--- config.mk ---
export PLATFORM = sky130hd
export DESIGN_NAME = bnps_divider
export DESIGN_NICKNAME = d
export VERILOG_FILES = /design/src/design/bnps_divider.sv
export SDC_FILE = /design/constraint.sdc
export NUM_CORES = 1
export LEC_CHECK = 0
export BUFFER_PORTS_ARGS = -buffer_cell sky130_fd_sc_hd__buf_2
export CORE_ASPECT_RATIO = 1.4
export CORE_UTILIZATION = 35
export DETAILED_ROUTE_END_ITERATION = 8
export GPL_ROUTABILITY_DRIVEN = 0
export PLACE_DENSITY = 0.6
export SLEW_MARGIN = 20
export SYNTH_ARGS = -nofsm -noshare
export SYNTH_HDL_FRONTEND = slang
export SYNTH_SLANG_ARGS = --single-unit
--- constraint.sdc ---
create_clock -name clk -period 9.6 [get_ports clk]
set_input_delay 1.44 -clock clk [delete_from_list [all_inputs] [get_ports clk]]
set_output_delay 1.44 -clock clk [all_outputs]
set_load 0.02 [all_outputs]
--- src/design/bnps_divider.sv ---
module bnps_divider (
  input  logic        clk,
  input  logic        rst,
  input  logic        start,
  input  logic [26:0] dividend,
  input  logic [9:0]  divisor,
  output logic [16:0] quotient,
  output logic        done
);
  logic [26:0] q;
  logic [9:0]  r;
  logic [4:0]  cnt;
  logic        busy;
  logic [10:0] rs;

  assign rs = {r, q[26]};

  always_ff @(posedge clk) begin
    if (rst) begin
      busy <= 1'b0;
      done <= 1'b0;
      cnt  <= '0;
    end else begin
      done <= 1'b0;
      if (start) begin
        busy <= 1'b1;
        q    <= dividend;
        r    <= '0;
        cnt  <= 5'd27;
      end else if (busy) begin
        if (rs >= {1'b0, divisor}) begin
          r <= 10'(rs - {1'b0, divisor});
          q <= {q[25:0], 1'b1};
        end else begin
          r <= rs[9:0];
          q <= {q[25:0], 1'b0};
        end
        cnt <= cnt - 5'd1;
        if (cnt == 5'd1) begin
          busy <= 1'b0;
          done <= 1'b1;
        end
      end
    end
  end

  assign quotient = q[16:0];
endmodule

==> results of run 1 <==
-- per-stage QoR --
step	hold WS [ns]	worst slack, ns	utilization [%]	power, W
final	0.561	6.33	41.1	0.000495
after global routing	0.572	6.24	41.1	0.000524
after CTS	0.563	6.33	40.9	0.000501
after detailed placement	0.542	6.01	39.3	0.000352
after global placement	0.534	6.02	39.3	0.000351
after floorplan	0.525	5.47	-	0.000327
-- per-layer routing --
layer  share of wire, %  GRT usage, %  vias to the layer above  wire length (µm)
met5                  0             0                        -                 0
met4                1.7          5.42                        0                87
met3                3.7          2.52                        7               192
met2                 54          23.7                       36              2790
met1                 41          18.2                      863              2130
li1                   -             -                      901                 -
-- synth_stat cells (5+ instances only) --
master and number:
nor3_1 6, ha_1 12, nand2_1 11, inv_1 16, dfxtp_1 7, edfxtp_1 37
mux2_2 27, o21ai_0 7, buf_4 17, a211oi_1 10, nor2_1 9, a21oi_1 9
clkbuf_1 5
-- registers in the layout, indices dropped and copies added (netlist names) --
register	flops
cnt	5
done	1
q	27
r	10
busy	1
-- power by group through the flow --
stage	registers [W]	logic, W	clock network (W)
after floorplan	0.000236	0.0000911	0
after global placement	0.000239	0.000112	0
after detailed placement	0.000239	0.000113	0
after CTS	0.000235	0.000114	0.000152
after global routing	0.000236	0.000128	0.000160
final	0.000234	0.000114	0.000147
-- final cells by class --
type | instances | area share (%)
sequential | 44 | 41.6
clock buffer | 5 | 2.29
clock inverter | 3 | 1.54
tap | 97 | 4.03
inverter | 16 | 2.00
multi-input combinational | 141 | 38.4
timing repair buffer | 58 | 10.1
-- kinds of logic after synthesis --
family / after synthesis / share of synthesized area [%]
buffers and inverters: 42 / 8.62
adder cells (fa/ha/maj): 13 / 6.48
AO/OA/AOI/OAI: 46 / 12.5
multiplexers: 33 / 14.2
flip-flops: 44 / 47.6
XOR/XNOR: 7 / 2.33
AND/OR/NAND/NOR: 42 / 8.19
-- path summary, 6_finish.rpt --
kind	end	slack (ns)	cells past startpoint
worst max register to register	r[0]	7.14	6
worst max-delay path	r[0]	6.33	8
worst min register to register	q[26]	0.56	1
worst min-delay path	q[26]	0.56	1
-- cell usage in the layout, fill, tap and decap left out, types with 5 or more instances in the layout --
master / netlist / routed
buf_2: 3 / 57
edfxtp_1: 37 / 37
mux2_2: 27 / 27
inv_1: 16 / 16
ha_1: 12 / 12
nand2_1: 11 / 11
a211oi_1: 10 / 10
a21oi_1: 9 / 9
nor2_1: 9 / 8
o21ai_0: 7 / 7
dfxtp_1: 7 / 7
nor3_1: 6 / 6
clkbuf_8: 0 / 5
-- worst max-delay path, stage by stage --
cell and delay, ns:
buf_2 0.08, inv_1 0.03, ha_1 0.38, a21oi_2 0.18
o211ai_1 0.11, a311o_2 0.47, a21oi_4 0.30, mux2_4 0.33
==> metrics.yaml, run 1 <==
outcome: "finished clean"
start_util_pct: 35.9
setup_violations: 0
syn_area_mm2: 0.00263
grt_pass1_vias: 1830
antenna_cells_inserted: 0
worstSetupStartpoint: "divisor[6]"
ir_drop_mv: 0.0843
hold_path_startpoint: "q[25]"
drcViolationCount: 0
worstMarginPinSlew_ns: 0.814
regArea_mm2: 0.00125
cp-start-kind: "input pin"
initialDrtViolationCount: 124
wl_per_cell_um: 14.3
yosysTopAreaCellShare_pct: 42.3
maxSlewHeadroom_pct: 45.7
syn_to_final_growth_pct: 14.6
synth_edf_count: 37
min_period_over_period_pct: 34.1
intPower_w: 0.000356
postRouteAntennaNets: 0
clk_latency_ns: 0.30
ys_warn_count: 0
multi_input_area_mm2: 0.00116
io_pins: 58
antenna_found_initial: 0
clkTransAtPathRegs_ns: 0.08
synth_top_flop_cell: "edfxtp_1"
power_switching_w: 0.000139
fin_skew_ns: 0.00993
coreArea_mm2: 0.00731
synth_cell_types: 46
final_area_mm2: 0.00301
cp_data_required_time_ns: 9.65
clk_root_buffer_cell: "clkbuf_8"
async_flop_share_pct: 0
cts_hold_buffers: 0
io_buffers: 57
num_rows: 37
ys_top_cells_by_area: "edfxtp_1 (42%), mux2_2 (12%), ha_1 (5.7%), dfxtp_1 (5.3%), buf_4 (4.9%)"
grt_use_total_pct: 14.3
vias_per_cell: 4.96
die_x_um: 75.2
routed_wl_um: 5200
worstHoldPathType: "reg2reg"
vias: 1807
htreeDepth: 2
cts_buffers: 5
ctsResizeCount: 0
drv_cap: 0
hpwl_um: 3760
dieArea_mm2: 0.00786
synth_fp_nets: 280
synth.avg_cell_area_um2: 11.6
path_max_fanout: 7
rsz0062_at_grt: "no"
cts_max_path_buffers: 2
final.fill_count: 776
numClockSinks: 44
grt_max_degree: 40
placed_area_mm2: 0.00287
setup-tns-final_ns: 0
synth_top_area_cell: "edfxtp_1"
path_class: "in2reg"
final_max_slew_viol_count: 0
finalHoldViolations: 0
p_leak_nw: 1.22
p_sw_share_pct: 28.1
drt_pre_antenna_iters: 4
reg2reg_from: "r[5]"
syn_inst: 227
layout.nets: 319
cp.arrival_ns: 3.32
max_freq_mhz: 305
fin_crit_ns: 3.27
postCtsSetupRepairBufs: 0
drive_gt1_share_pct: 37.8
post_layout_nonfiller_instances: 364
placedCellCount: 355
powerDensity_mw_per_mm2: 165
grt.overflow.total: 0
combPwrFrac_pct: 23.1
power_frac_clock_pct: 29.6
ys_seq_area_share_pct: 47.6
cts_tree: "yes"
cp-end-kind: "flop"
p_seq_share_pct: 47.3
grt_pass1_wl_um: 8540
die_y_um: 104
synth-seq-cells: 44
No activity file was read; power rests on OpenSTA's default activity.
==> inputs of run 2 (changes only) <==
--- a/config.mk
+++ b/config.mk
@@ -5,12 +5,13 @@
 export SDC_FILE = /design/constraint.sdc
 export NUM_CORES = 1
 export LEC_CHECK = 0
+export ABC_AREA = 1
 export BUFFER_PORTS_ARGS = -buffer_cell sky130_fd_sc_hd__buf_2
 export CORE_ASPECT_RATIO = 1.4
 export CORE_UTILIZATION = 35
 export DETAILED_ROUTE_END_ITERATION = 8
 export GPL_ROUTABILITY_DRIVEN = 0
-export PLACE_DENSITY = 0.6
+export PLACE_DENSITY = 0.59
 export SLEW_MARGIN = 20
 export SYNTH_ARGS = -nofsm -noshare
 export SYNTH_HDL_FRONTEND = slang
==> constraint.sdc (replaced) <==
create_clock -name clk -period 3.4 [get_ports clk]
set_input_delay 0.51 -clock clk [delete_from_list [all_inputs] [get_ports clk]]
set_output_delay 0.51 -clock clk [all_outputs]
set_load 0.02 [all_outputs]
==> metrics.yaml, run 2 <==
io_buffers: 57
wl_per_cell_um: 11.2
cts_max_path_buffers: 2
cts_hold_buffers: 0
power_frac_clock_pct: 24.3
path_class: "reg2reg"
cp_data_required_time_ns: 3.44
p_sw_share_pct: 30.4
synth_top_family_by_area: "simple AND/OR/NAND/NOR gates"
ys_warn_count: 0
antenna_cells_inserted: 0
synthSimpleGateAreaFrac_pct: 29.9
outcome: "finished clean"
yosysTopAreaCellShare_pct: 40.8
num_rows: 37
routed_wl_um: 5270
final_cell_mix: "nand2_1 (126), buf_2 (57), edfxtp_1 (37)"
cp-start-kind: "flop"
synth_cell_types: 29
p_leak_nw: 1.51
fin_ws_ns: 1.31
synth_edf_count: 37
hpwl_um: 3950
cts_tree: "yes"
synth-seq-cells: 44
dieArea_mm2: 0.00814
finalHoldViolations: 0
yosys.area_share.adder_pct: 6.25
max_freq_mhz: 480
final_area_mm2: 0.00306
ys_top_cells_by_area: "edfxtp_1 (41%), nand2_1 (17%), ha_1 (5.5%), dfxtp_1 (5.1%), buf_4 (5.0%)"
syn_to_final_growth_pct: 12.5
setup_violations: 0
worstHoldPathType: "in2reg"
rsz0062_at_grt: "no"
ir_drop_mv: 0.282
htreeDepth: 2
worstMarginPinSlew_ns: 0.536
die_x_um: 76.5
ys_seq_area_share_pct: 46.0
drv_cap: 0
final_common_cell: "nand2_1"
yosys-top-cells-count: "nand2_1 (126), edfxtp_1 (37), inv_1 (33), nor2_1 (20), buf_4 (18)"
maxSlewHeadroom_pct: 64.2
largest_reg_flops: 27
synth_top_area_cell: "edfxtp_1"
setup-tns-final_ns: 0
coreArea_mm2: 0.00745
path_max_fanout: 14
async_flop_share_pct: 0
intPower_w: 0.000897
layout.nets: 424
synthXorXnorAreaFrac_pct: 1.29
synth_top_flop_cell: "edfxtp_1"
drt_pre_antenna_iters: 4
synth_compound_area_share_pct: 4.83
p_seq_share_pct: 51.3
vias: 2120
cp-end-kind: "flop"
postRouteAntennaNets: 0
power_switching_w: 0.000392
io_pins: 58
die_y_um: 106
placedCellCount: 461
drive_gt1_share_pct: 26.9
fin_crit_ns: 2.09
antenna_found_initial: 0
initialDrtViolationCount: 48
syn_inst: 329
cts_buffers: 5
start_util_pct: 36.5
max_flop_register: "q"
final_max_slew_viol_count: 0
placed_area_mm2: 0.00298
powerDensity_mw_per_mm2: 421
numClockSinks: 44
yosys-mux-area-fraction_pct: 0
grt_use_total_pct: 14.2
synth.avg_cell_area_um2: 8.27
clk_root_buffer_cell: "clkbuf_8"
syn_area_mm2: 0.00272
clk_latency_ns: 0.29
postCtsSetupRepairBufs: 0
grt_max_degree: 39
synth.most_common_cell: "nand2_1"
ctsResizeCount: 0
post_layout_nonfiller_instances: 469
fin_skew_ns: 0.00588
min_period_over_period_pct: 61.3
post-place-ws_ns: 1.14
cp.arrival_ns: 2.12
combPwrFrac_pct: 24.4
synth_fp_nets: 382
vias_per_cell: 4.52
clkTransAtPathRegs_ns: 0.08
drcViolationCount: 0
grt_pass1_vias: 2108
top_regs: "q (27), r (10), cnt (5)"
grt_pass1_wl_um: 9180
grt.overflow.total: 0
-- run 2: through the flow --
stage / hold WS [ns] / utilization, % / total power [W]
floorplan: 0.442 / - / 0.000924
global placement: 0.458 / 40.0 / 0.000987
detailed placement: 0.473 / 40.0 / 0.000991
CTS: 0.460 / 41.1 / 0.00131
global route: 0.473 / 41.1 / 0.00137
finish: 0.460 / 41.1 / 0.00129
-- run 2: per-layer routing --
metal  up-vias  GRT usage, %  routed length [µm]
met3        14          2.92                 255
met1       933          17.7                2400
met2        66          23.4                2440
met4         0          6.46                 176
li1       1107             -                   -
met5         -             0                   0
-- run 2: final timing paths --
kind	from	to	slack [ns]	depth (start not counted)
worst max-delay path	r[3]	q[0]	1.31	9
worst min-delay path	rst	cnt[3]	0.46	2
worst max register to register	r[3]	q[0]	1.31	9
worst min register to register	cnt[4]	cnt[4]	0.48	2
-- run 2: critical path, stage by stage (launching register included) --
cell,delay (ns)
edfxtp_1,0.44
ha_1,0.38
nand2_1,0.10
nand2_1,0.08
nand2_2,0.09
nand2_1,0.05
nand2_1,0.12
nand4_4,0.28
inv_2,0.22
o21ai_1,0.07
-- run 2: power by group through the flow --
stage               Clock [W]  Sequential (W)  Combinational (W)
floorplan                   0        0.000667           0.000257
CTS                  0.000325        0.000662           0.000319
detailed placement          0        0.000673           0.000317
global placement            0        0.000674           0.000313
finish               0.000313        0.000661           0.000315
global route         0.000346        0.000667           0.000362
-- run 2: final cells by class --
cell class,count,area (µm²)
multi-input cells,222,1160
flip-flops and latches,44,1250
repair buffers,60,308
clock buffers,7,76.3
clock inverters,1,3.75
well taps,97,121
inverters,38,143
fillers,796,4390
-- run 2: kinds of logic after synthesis --
kind of cell | after synthesis
AOI/OAI and AO/OA | 19
xor gates and xnor gates | 4
adders and majority gates | 13
buffers and inverters | 63
DFF | 44
and+or+nand+nor | 186
